### config.mk
export PLATFORM = sky130hd
export DESIGN_NAME = utf8_char_decoder_top
export DESIGN_NICKNAME = d
export VERILOG_FILES = /design/src/hw/rtl/utf8d_pkg.sv /design/src/hw/rtl/utf8_char_decoder_top.sv /design/src/hw/rtl/utf8d_front.sv
export SDC_FILE = /design/constraint.sdc
export NUM_CORES = 1
export LEC_CHECK = 0
export CAP_MARGIN = 25
export CORE_MARGIN = 2
export CORE_UTILIZATION = 30
export DETAILED_ROUTE_END_ITERATION = 10
export DONT_BUFFER_PORTS = 1
export GPL_TIMING_DRIVEN = 0
export MAX_ROUTING_LAYER = met4
export PLACE_DENSITY = 0.49
export SETUP_SLACK_MARGIN = 0.1
export SYNTH_ARGS = -nofsm -noshare
export SYNTH_HDL_FRONTEND = slang
export SYNTH_SLANG_ARGS = --single-unit
### constraint.sdc
create_clock -name clk -period 4.2 [get_ports clk]
set_input_delay 0.42 -clock clk [delete_from_list [all_inputs] [get_ports clk]]
set_output_delay 0.42 -clock clk [all_outputs]
set_load 0.1 [all_outputs]
### src/hw/rtl/utf8d_pkg.sv
package utf8d_pkg;

    localparam int unsigned PADDR_W = 3;
    localparam int unsigned PDATA_W = 32;

    localparam logic [2:0] ST_OK       = 3'd0;
    localparam logic [2:0] ST_EOF      = 3'd1;
    localparam logic [2:0] ST_BAD_LEAD = 3'd2;
    localparam logic [2:0] ST_TRUNC    = 3'd3;
    localparam logic [2:0] ST_INVALID  = 3'd4;

    localparam logic [20:0] REPLACEMENT_CP = 21'h00FFFD;

    localparam logic REG_LOSSY_MODE = 1'b0;

    typedef struct packed {
        logic [7:0] byte_first;
        logic [7:0] byte_second;
        logic [7:0] byte_third;
        logic [7:0] byte_fourth;
        logic [2:0] avail_count;
    } in_t;

    typedef struct packed {
        logic [20:0] code_point;
        logic [2:0]  status;
        logic [2:0]  advance_bytes;
        logic        deliver;
    } out_t;

    typedef struct packed {
        logic        eof;
        logic        err;
        logic [2:0]  status;
        logic [2:0]  adv;
        logic [2:0]  len;
        logic [20:0] cp;
    } front_t;

    typedef struct packed {
        logic        err;
        logic [20:0] cp;
        logic [2:0]  status;
        logic [2:0]  adv;
    } mid_t;

endpackage

### src/hw/rtl/utf8_char_decoder_top.sv
// UTF-8 character decoder.
// Each input transaction carries a window of four bytes at the feeder's read
// position and the count of bytes still available. Each one produces exactly
// one output transaction with the code point, a status code and the number
// of bytes the feeder must advance. Malformed input yields U+FFFD; in lossy
// mode such results carry deliver low so the feeder simply skips them.
// The lossy_mode register sits at byte address 0 of the APB-style port and
// must only be written while no transaction is in flight.
// The stages are lead decode and continuation checks, range checks, and the
// output register, which drives out_valid.
// Throughput is one character per cycle while out_stall is low; each stage
// holds one transaction. When the receiver raises out_stall, the output
// register holds its data and the stages behind it keep filling until each
// holds a transaction; only then is in_stall raised. Nothing is dropped or
// repeated. Reset clears all valid bits and sets lossy_mode to zero.
module utf8_char_decoder_top (
    input  logic                            clk,
    input  logic                            rst_n,
    input  logic                            in_valid,
    output logic                            in_stall,
    input  utf8d_pkg::in_t                  in_data,
    output logic                            out_valid,
    input  logic                            out_stall,
    output utf8d_pkg::out_t                 out_data,
    input  logic                            psel,
    input  logic                            penable,
    input  logic                            pwrite,
    input  logic [utf8d_pkg::PADDR_W-1:0]   paddr,
    input  logic [utf8d_pkg::PDATA_W-1:0]   pwdata,
    output logic [utf8d_pkg::PDATA_W-1:0]   prdata,
    output logic                            pready
);
    import utf8d_pkg::*;

    logic   lossy_reg;
    logic   s1_valid_reg;
    logic   s2_valid_reg;
    logic   s3_valid_reg;
    front_t s1_reg;
    mid_t   s2_reg;
    mid_t   s2_next;
    out_t   s3_reg;
    out_t   s3_next;
    front_t front;
    logic   s1_ready;
    logic   s2_ready;
    logic   s3_ready;
    logic   cfg_write;
    logic   range_bad;

    assign pready = 1'b1;
    assign cfg_write = psel && penable && pwrite && pready;
    assign prdata = {{(PDATA_W-1){1'b0}}, lossy_reg};

    always_ff @(posedge clk or negedge rst_n)
    begin
        if (!rst_n)
        begin
            lossy_reg <= 1'b0;
        end
        else if (cfg_write && paddr[PADDR_W-1] == REG_LOSSY_MODE)
        begin
            lossy_reg <= pwdata[0];
        end
    end

    assign s3_ready = !s3_valid_reg || !out_stall;
    assign s2_ready = !s2_valid_reg || s3_ready;
    assign s1_ready = !s1_valid_reg || s2_ready;
    assign in_stall = !s1_ready;

    utf8d_front u_front (
        .item  (in_data),
        .front (front)
    );

    always_comb
    begin
        range_bad = ((s1_reg.len == 3'd2) && (s1_reg.cp < 21'h80))
                 || ((s1_reg.len == 3'd3) && (s1_reg.cp < 21'h800))
                 || ((s1_reg.len == 3'd4) && (s1_reg.cp < 21'h10000))
                 || ((s1_reg.cp >= 21'hD800) && (s1_reg.cp < 21'hE000))
                 || (s1_reg.cp > 21'h10FFFF);
        s2_next.err = s1_reg.err;
        s2_next.cp = s1_reg.cp;
        s2_next.status = s1_reg.status;
        s2_next.adv = s1_reg.adv;
        if (s1_reg.eof)
        begin
            s2_next.cp = 21'd0;
        end
        else if (s1_reg.err)
        begin
            s2_next.cp = REPLACEMENT_CP;
        end
        else if (range_bad)
        begin
            s2_next.err = 1'b1;
            s2_next.cp = REPLACEMENT_CP;
            s2_next.status = ST_INVALID;
            s2_next.adv = s1_reg.len;
        end
    end

    always_comb
    begin
        s3_next.code_point = s2_reg.cp;
        s3_next.status = s2_reg.status;
        s3_next.advance_bytes = s2_reg.adv;
        s3_next.deliver = s2_reg.err ? !lossy_reg : 1'b1;
    end

    always_ff @(posedge clk or negedge rst_n)
    begin
        if (!rst_n)
        begin
            s1_valid_reg <= 1'b0;
            s2_valid_reg <= 1'b0;
            s3_valid_reg <= 1'b0;
        end
        else
        begin
            if (s1_ready)
            begin
                s1_valid_reg <= in_valid;
            end
            if (s2_ready)
            begin
                s2_valid_reg <= s1_valid_reg;
            end
            if (s3_ready)
            begin
                s3_valid_reg <= s2_valid_reg;
            end
        end
    end

    always_ff @(posedge clk)
    begin
        if (s1_ready && in_valid)
        begin
            s1_reg <= front;
        end
        if (s2_ready && s1_valid_reg)
        begin
            s2_reg <= s2_next;
        end
        if (s3_ready && s2_valid_reg)
        begin
            s3_reg <= s3_next;
        end
    end

    assign out_valid = s3_valid_reg;
    assign out_data = s3_reg;

endmodule

### src/hw/rtl/utf8d_front.sv
module utf8d_front (
    input  utf8d_pkg::in_t    item,
    output utf8d_pkg::front_t front
);
    import utf8d_pkg::*;

    logic [2:0] avail;
    logic [2:0] len;
    logic       bad_lead;
    logic [3:1] cont_ok;
    logic [20:0] cp;

    always_comb
    begin
        avail = item.avail_count[2] ? 3'd4 : item.avail_count;
        bad_lead = 1'b0;
        len = 3'd1;
        cp = {13'd0, item.byte_first};
        if (item.byte_first[7] == 1'b0)
        begin
            len = 3'd1;
            cp = {13'd0, item.byte_first};
        end
        else if (item.byte_first[7:5] == 3'b110)
        begin
            len = 3'd2;
            cp = {10'd0, item.byte_first[4:0], item.byte_second[5:0]};
        end
        else if (item.byte_first[7:4] == 4'b1110)
        begin
            len = 3'd3;
            cp = {5'd0, item.byte_first[3:0], item.byte_second[5:0],
                  item.byte_third[5:0]};
        end
        else if (item.byte_first[7:3] == 5'b11110)
        begin
            len = 3'd4;
            cp = {item.byte_first[2:0], item.byte_second[5:0],
                  item.byte_third[5:0], item.byte_fourth[5:0]};
        end
        else
        begin
            bad_lead = 1'b1;
        end

        cont_ok[1] = item.byte_second[7:6] == 2'b10;
        cont_ok[2] = item.byte_third[7:6] == 2'b10;
        cont_ok[3] = item.byte_fourth[7:6] == 2'b10;

        front.eof = 1'b0;
        front.err = 1'b0;
        front.status = ST_OK;
        front.adv = len;
        front.len = len;
        front.cp = cp;

        if (avail == 3'd0)
        begin
            front.eof = 1'b1;
            front.status = ST_EOF;
            front.adv = 3'd0;
        end
        else if (bad_lead)
        begin
            front.err = 1'b1;
            front.status = ST_BAD_LEAD;
            front.adv = 3'd1;
        end
        else if (avail < len)
        begin
            front.err = 1'b1;
            front.status = ST_TRUNC;
            front.adv = 3'd1;
        end
        else if (len > 3'd1 && !cont_ok[1])
        begin
            front.err = 1'b1;
            front.status = ST_INVALID;
            front.adv = 3'd1;
        end
        else if (len > 3'd2 && !cont_ok[2])
        begin
            front.err = 1'b1;
            front.status = ST_INVALID;
            front.adv = 3'd2;
        end
        else if (len > 3'd3 && !cont_ok[3])
        begin
            front.err = 1'b1;
            front.status = ST_INVALID;
            front.adv = 3'd3;
        end
    end

endmodule

==> results_tabular.tex <==
\begin{tabular}{lr}
\hline
Metric & Value \\
\hline
\multicolumn{2}{l}{\textbf{Run status}} \\
Status & complete, no violations \\
\multicolumn{2}{l}{\textbf{Worst setup path}} \\
Kind of cell adding the most delay to the critical path & flip-flops \\
Data arrival at the endpoint of the critical path & 2.35 ns \\
Buffers and inverters on the worst path & 1 \\
R2r worst-path depth & 3 \\
Peak per-stage delay on the critical path & 1.02 ns \\
Worst-path cell chain & nand4\_1 > inv\_1 \\
Flop-to-flop setup slack & 1.92 ns \\
End of the worst register-to-register path & s1\_reg[6]\$\_DFFE\_PP\_ \\
Startpoint types & flop \\
Startpoint of the most critical register-to-register path & out\_valid\$\_DFFE\_PN0P\_ \\
Worst EP required & 3.78 ns \\
Worst setup EP type & output port \\
Worst-path cell with the longest stage delay & sky130\_fd\_sc\_hd\_\_dfrtp\_1 \\
Maximum fanout along the worst path & 5 \\
Critical path class & reg -> out \\
\multicolumn{2}{l}{\textbf{Cells and area}} \\
Fraction of layout instances using a drive strength above 1 & 18.90\% \\
Fill count & 1,351 \\
Area occupied by registers & 2743 sq um \\
Nets & 441 \\
Post-route non-filler standard cell count & 545 \\
Max reg flops & 32 \\
Most common library cell in the layout ignoring fill and taps & sky130\_fd\_sc\_hd\_\_edfxtp\_1 \\
Multi-input logic area & 1189 sq um \\
Most frequent cells in the layout & sky130\_fd\_sc\_hd\_\_edfxtp\_1 (88), sky130\_fd\_sc\_hd\_\_buf\_4 (33), sky130\_fd\_sc\_hd\_\_conb\_1 (32) \\
Area grow syn2layout & 16.71\% \\
Number of diodes added for antenna fixing & 0 \\
\multicolumn{2}{l}{\textbf{GRT}} \\
Pin count of the biggest net entering global routing & 29 \\
Initial antenna violation count & 0 \\
Wire length of the first global-routing pass & 12,720 microns \\
Via count of the first global-routing pass & 2,380 \\
Global-route usage over all layers & 11.66\% \\
Remaining global-route overflow & 0 \\
\multicolumn{2}{l}{\textbf{Clock tree}} \\
CTS tree & done \\
Clk sink count & 92 \\
Worst-Skew Late Latency & 0.34 ns \\
Clock root buffer & sky130\_fd\_sc\_hd\_\_clkbuf\_16 \\
Clock transition at path regs & 0.06 ns \\
Post CTS Setup Buffer Count & 0 \\
Max clock buf depth & 2 \\
Number of CTS-inserted buffers & 9 \\
Depth of the CTS H-tree & 3 \\
\multicolumn{2}{l}{\textbf{STA}} \\
Period minus WS final & 2.771 ns \\
Setup clock skew after layout & 0.008558 ns \\
Slew of the pin with the lowest slew margin & 1.022 ns \\
Fmax achieved & 0.3608 GHz \\
Number of setup violations in the final report & 0 \\
Fin. max-slew vios & 0 \\
Final critical-path setup slack & 1.429 ns \\
Final Hold Viols & 0 \\
Total negative setup slack & 0 ns \\
Worst-case headroom to the max-slew limit & 31.89\% \\
Final worst path period share & 65.99\% \\
Setup repair after global routing missed its margin & false \\
\multicolumn{2}{l}{\textbf{Detailed routing}} \\
DR DRC count & 0 \\
1st-iter DRT viols & 143 \\
Detailed-route via count & 2,453 \\
Post-Route WL & 8056 microns \\
TritonRoute pass-1 iters & 4 \\
Per-cell routed wire length & 14.78 microns \\
Final antenna-violating net count & 0 \\
Detail-routed via count per cell & 4.501 \\
\multicolumn{2}{l}{\textbf{Yosys}} \\
Number of warnings issued by yosys & 0 \\
Mean area per synthesized cell & 13.07 sq um \\
Async set or reset register ratio after synthesis & 4.348\% \\
Number of instances in the synthesized netlist & 318 \\
Most used flip-flop cell after synthesis & sky130\_fd\_sc\_hd\_\_edfxtp\_1 \\
Number of storage elements in the synthesis netlist & 92 \\
Number of library cell types mapped by synthesis & 54 \\
Number of enable-type register cells in the synthesized netlist & 88 \\
Share of synthesized area occupied by flip-flops and latches & 65.98\% \\
Netlist Area Pre-Place & 4156 sq um \\
\multicolumn{2}{l}{\textbf{Power and ir drop}} \\
Internal Pwr Total & 1.658 mW \\
Sequential cell fraction of total power & 55.2\% \\
Total power density per cell area & 509.2 nW/um\^{}2 \\
Clk network pwr share & 31.1\% \\
Sw Share & 32.89\% \\
Leakage power summed over all cells & 1.869 nW \\
Sw Pwr & 0.8125 mW \\
Largest voltage drop on the vdd net & 192.7 uV \\
Logic gate share of total power & 13.7\% \\
\multicolumn{2}{l}{\textbf{Placement}} \\
HPWL after DPL & 6241 microns \\
Post-Place Cells & 530 \\
Post-placement worst setup slack & 1.647 ns \\
Port Buffers & 0 \\
RD Place Congestion & 0.8537 \\
\multicolumn{2}{l}{\textbf{Flow run}} \\
Max capacitance violation total & 0 \\
\multicolumn{2}{l}{\textbf{Floorplan}} \\
DIE HEIGHT & 121.7 microns \\
Full die area & 14,810 sq um \\
Number of placement rows & 43 \\
Standard cell core area & 13,720 sq um \\
Ports placed on the boundary & 140 \\
Die X & 121.7 microns \\
Initial standard-cell utilization of the core & 30.30\% \\
\multicolumn{2}{l}{\textbf{Hold path}} \\
Worst-case hold path end point & s1\_valid\_reg\$\_DFFE\_PN0N\_ \\
Worst hold path stage count & 1 \\
Critical hold path startpoint & in\_valid \\
Type of the most critical hold path & in -> reg \\
\hline
\end{tabular}
cell type report:
class / instances / share of cell area, %
flip-flops and latches: 92 / 56.54
clock buffers: 9 / 4.643
well taps: 180 / 4.643
clock inverters: 5 / 1.135
inverters: 11 / 0.8512
plain buffers: 47 / 6.345
repair buffers: 3 / 1.341
multi-input cells: 198 / 24.50
worst register-to-register path, delay by kind of cell (launching register included):
family,cells,cell delay (ns)
AND/OR/NAND/NOR,2,0.74
buffers and inverters,1,0.26
flip-flops,1,1.02
metrics by stage:
step	util (%)	instance area, sq um	total power, mW	hold WS (ns)
2_1_floorplan	-	4269	1.660	0.1244
3_3_place_gp	32.76	4494	1.710	0.1245
3_5_place_dp	33.24	4561	1.723	0.1245
4_1_cts	35.36	4851	2.497	0.1729
5_1_grt	35.36	4851	2.561	0.1811
6_report	35.36	4851	2.470	0.1931
Yosys cell counts (2+ instances only):
| master | count | area, sq um |
|---|---|---|
| sky130_fd_sc_hd__a21boi_0 | 2 | 15.01 |
| sky130_fd_sc_hd__a21oi_1 | 20 | 100.1 |
| sky130_fd_sc_hd__a22o_1 | 12 | 105.1 |
| sky130_fd_sc_hd__a31oi_1 | 2 | 12.51 |
| sky130_fd_sc_hd__a41oi_1 | 2 | 17.52 |
| sky130_fd_sc_hd__and2_1 | 7 | 43.79 |
| sky130_fd_sc_hd__and2b_2 | 2 | 17.52 |
| sky130_fd_sc_hd__and3_1 | 7 | 43.79 |
| sky130_fd_sc_hd__buf_2 | 5 | 25.02 |
| sky130_fd_sc_hd__buf_4 | 33 | 247.7 |
| sky130_fd_sc_hd__clkbuf_1 | 7 | 26.28 |
| sky130_fd_sc_hd__conb_1 | 2 | 7.510 |
| sky130_fd_sc_hd__dfrtp_1 | 4 | 100.1 |
| sky130_fd_sc_hd__edfxtp_1 | 88 | 2643 |
| sky130_fd_sc_hd__ha_1 | 2 | 25.02 |
| sky130_fd_sc_hd__inv_1 | 11 | 41.29 |
| sky130_fd_sc_hd__mux2_4 | 3 | 45.04 |
| sky130_fd_sc_hd__nand2_1 | 12 | 45.04 |
| sky130_fd_sc_hd__nand2b_1 | 2 | 12.51 |
| sky130_fd_sc_hd__nand3_1 | 6 | 30.03 |
| sky130_fd_sc_hd__nand4_1 | 3 | 18.77 |
| sky130_fd_sc_hd__nor2_1 | 24 | 90.09 |
| sky130_fd_sc_hd__nor2b_1 | 8 | 50.05 |
| sky130_fd_sc_hd__nor3_1 | 2 | 10.01 |
| sky130_fd_sc_hd__nor4_1 | 4 | 25.02 |
| sky130_fd_sc_hd__nor4b_1 | 2 | 17.52 |
| sky130_fd_sc_hd__o21ai_0 | 11 | 55.05 |
| sky130_fd_sc_hd__o21bai_1 | 4 | 30.03 |
| sky130_fd_sc_hd__o22ai_1 | 4 | 25.02 |
| sky130_fd_sc_hd__or2_2 | 3 | 18.77 |
cells by family (layout without fill, tap and decap cells):
family,after synthesis,after routing,synth area share [%]
DFF,92,92,65.98
and+or+nand+nor,89,89,11.71
AOI/OAI and AO/OA,70,70,11.56
buffers and inverters,58,75,8.398
muxes,4,4,1.355
adders and majority gates,2,2,0.6020
other,2,32,0.1807
xor gates and xnor gates,1,1,0.2108
metal layers:
layer,vias to the layer above,global-route usage [%],wire (microns)
li1,1204,-,-
met1,1110,15.18,3758
met2,118,16.47,3408
met3,21,3.371,661
met4,0,6.106,227
met5,-,-,0
how the worst max path moves through the flow:
stage | from | to | depth (start not counted)
final | out_valid$_DFFE_PN0P_ | in_stall | 2
after global routing | out_valid$_DFFE_PN0P_ | in_stall | 2
after CTS | out_valid$_DFFE_PN0P_ | in_stall | 2
after detailed placement | in_data[30] | s1_reg[25]$_SDFFCE_PP0P_ | 8
after global placement | out_valid$_DFFE_PN0P_ | out_data[13]$_DFFE_PP_ | 1
after floorplan | out_valid$_DFFE_PN0P_ | out_data[0]$_SDFFCE_PN1P_ | 1
power by group through the flow:
stage               sequential [mW]  combinational, mW  clock, mW
global placement               1.39              0.323          0
finish                         1.36              0.339      0.767
CTS                            1.37              0.340      0.791
detailed placement             1.39              0.338          0
global route                   1.37              0.363      0.824
floorplan                      1.37              0.289          0
what timing repair did:
action | CTS | global route
resized for setup | 0 | 0
hold buffers | 1 | 0
hold endpoints to repair | 4 | 0
(Power assumes the default switching activity.)
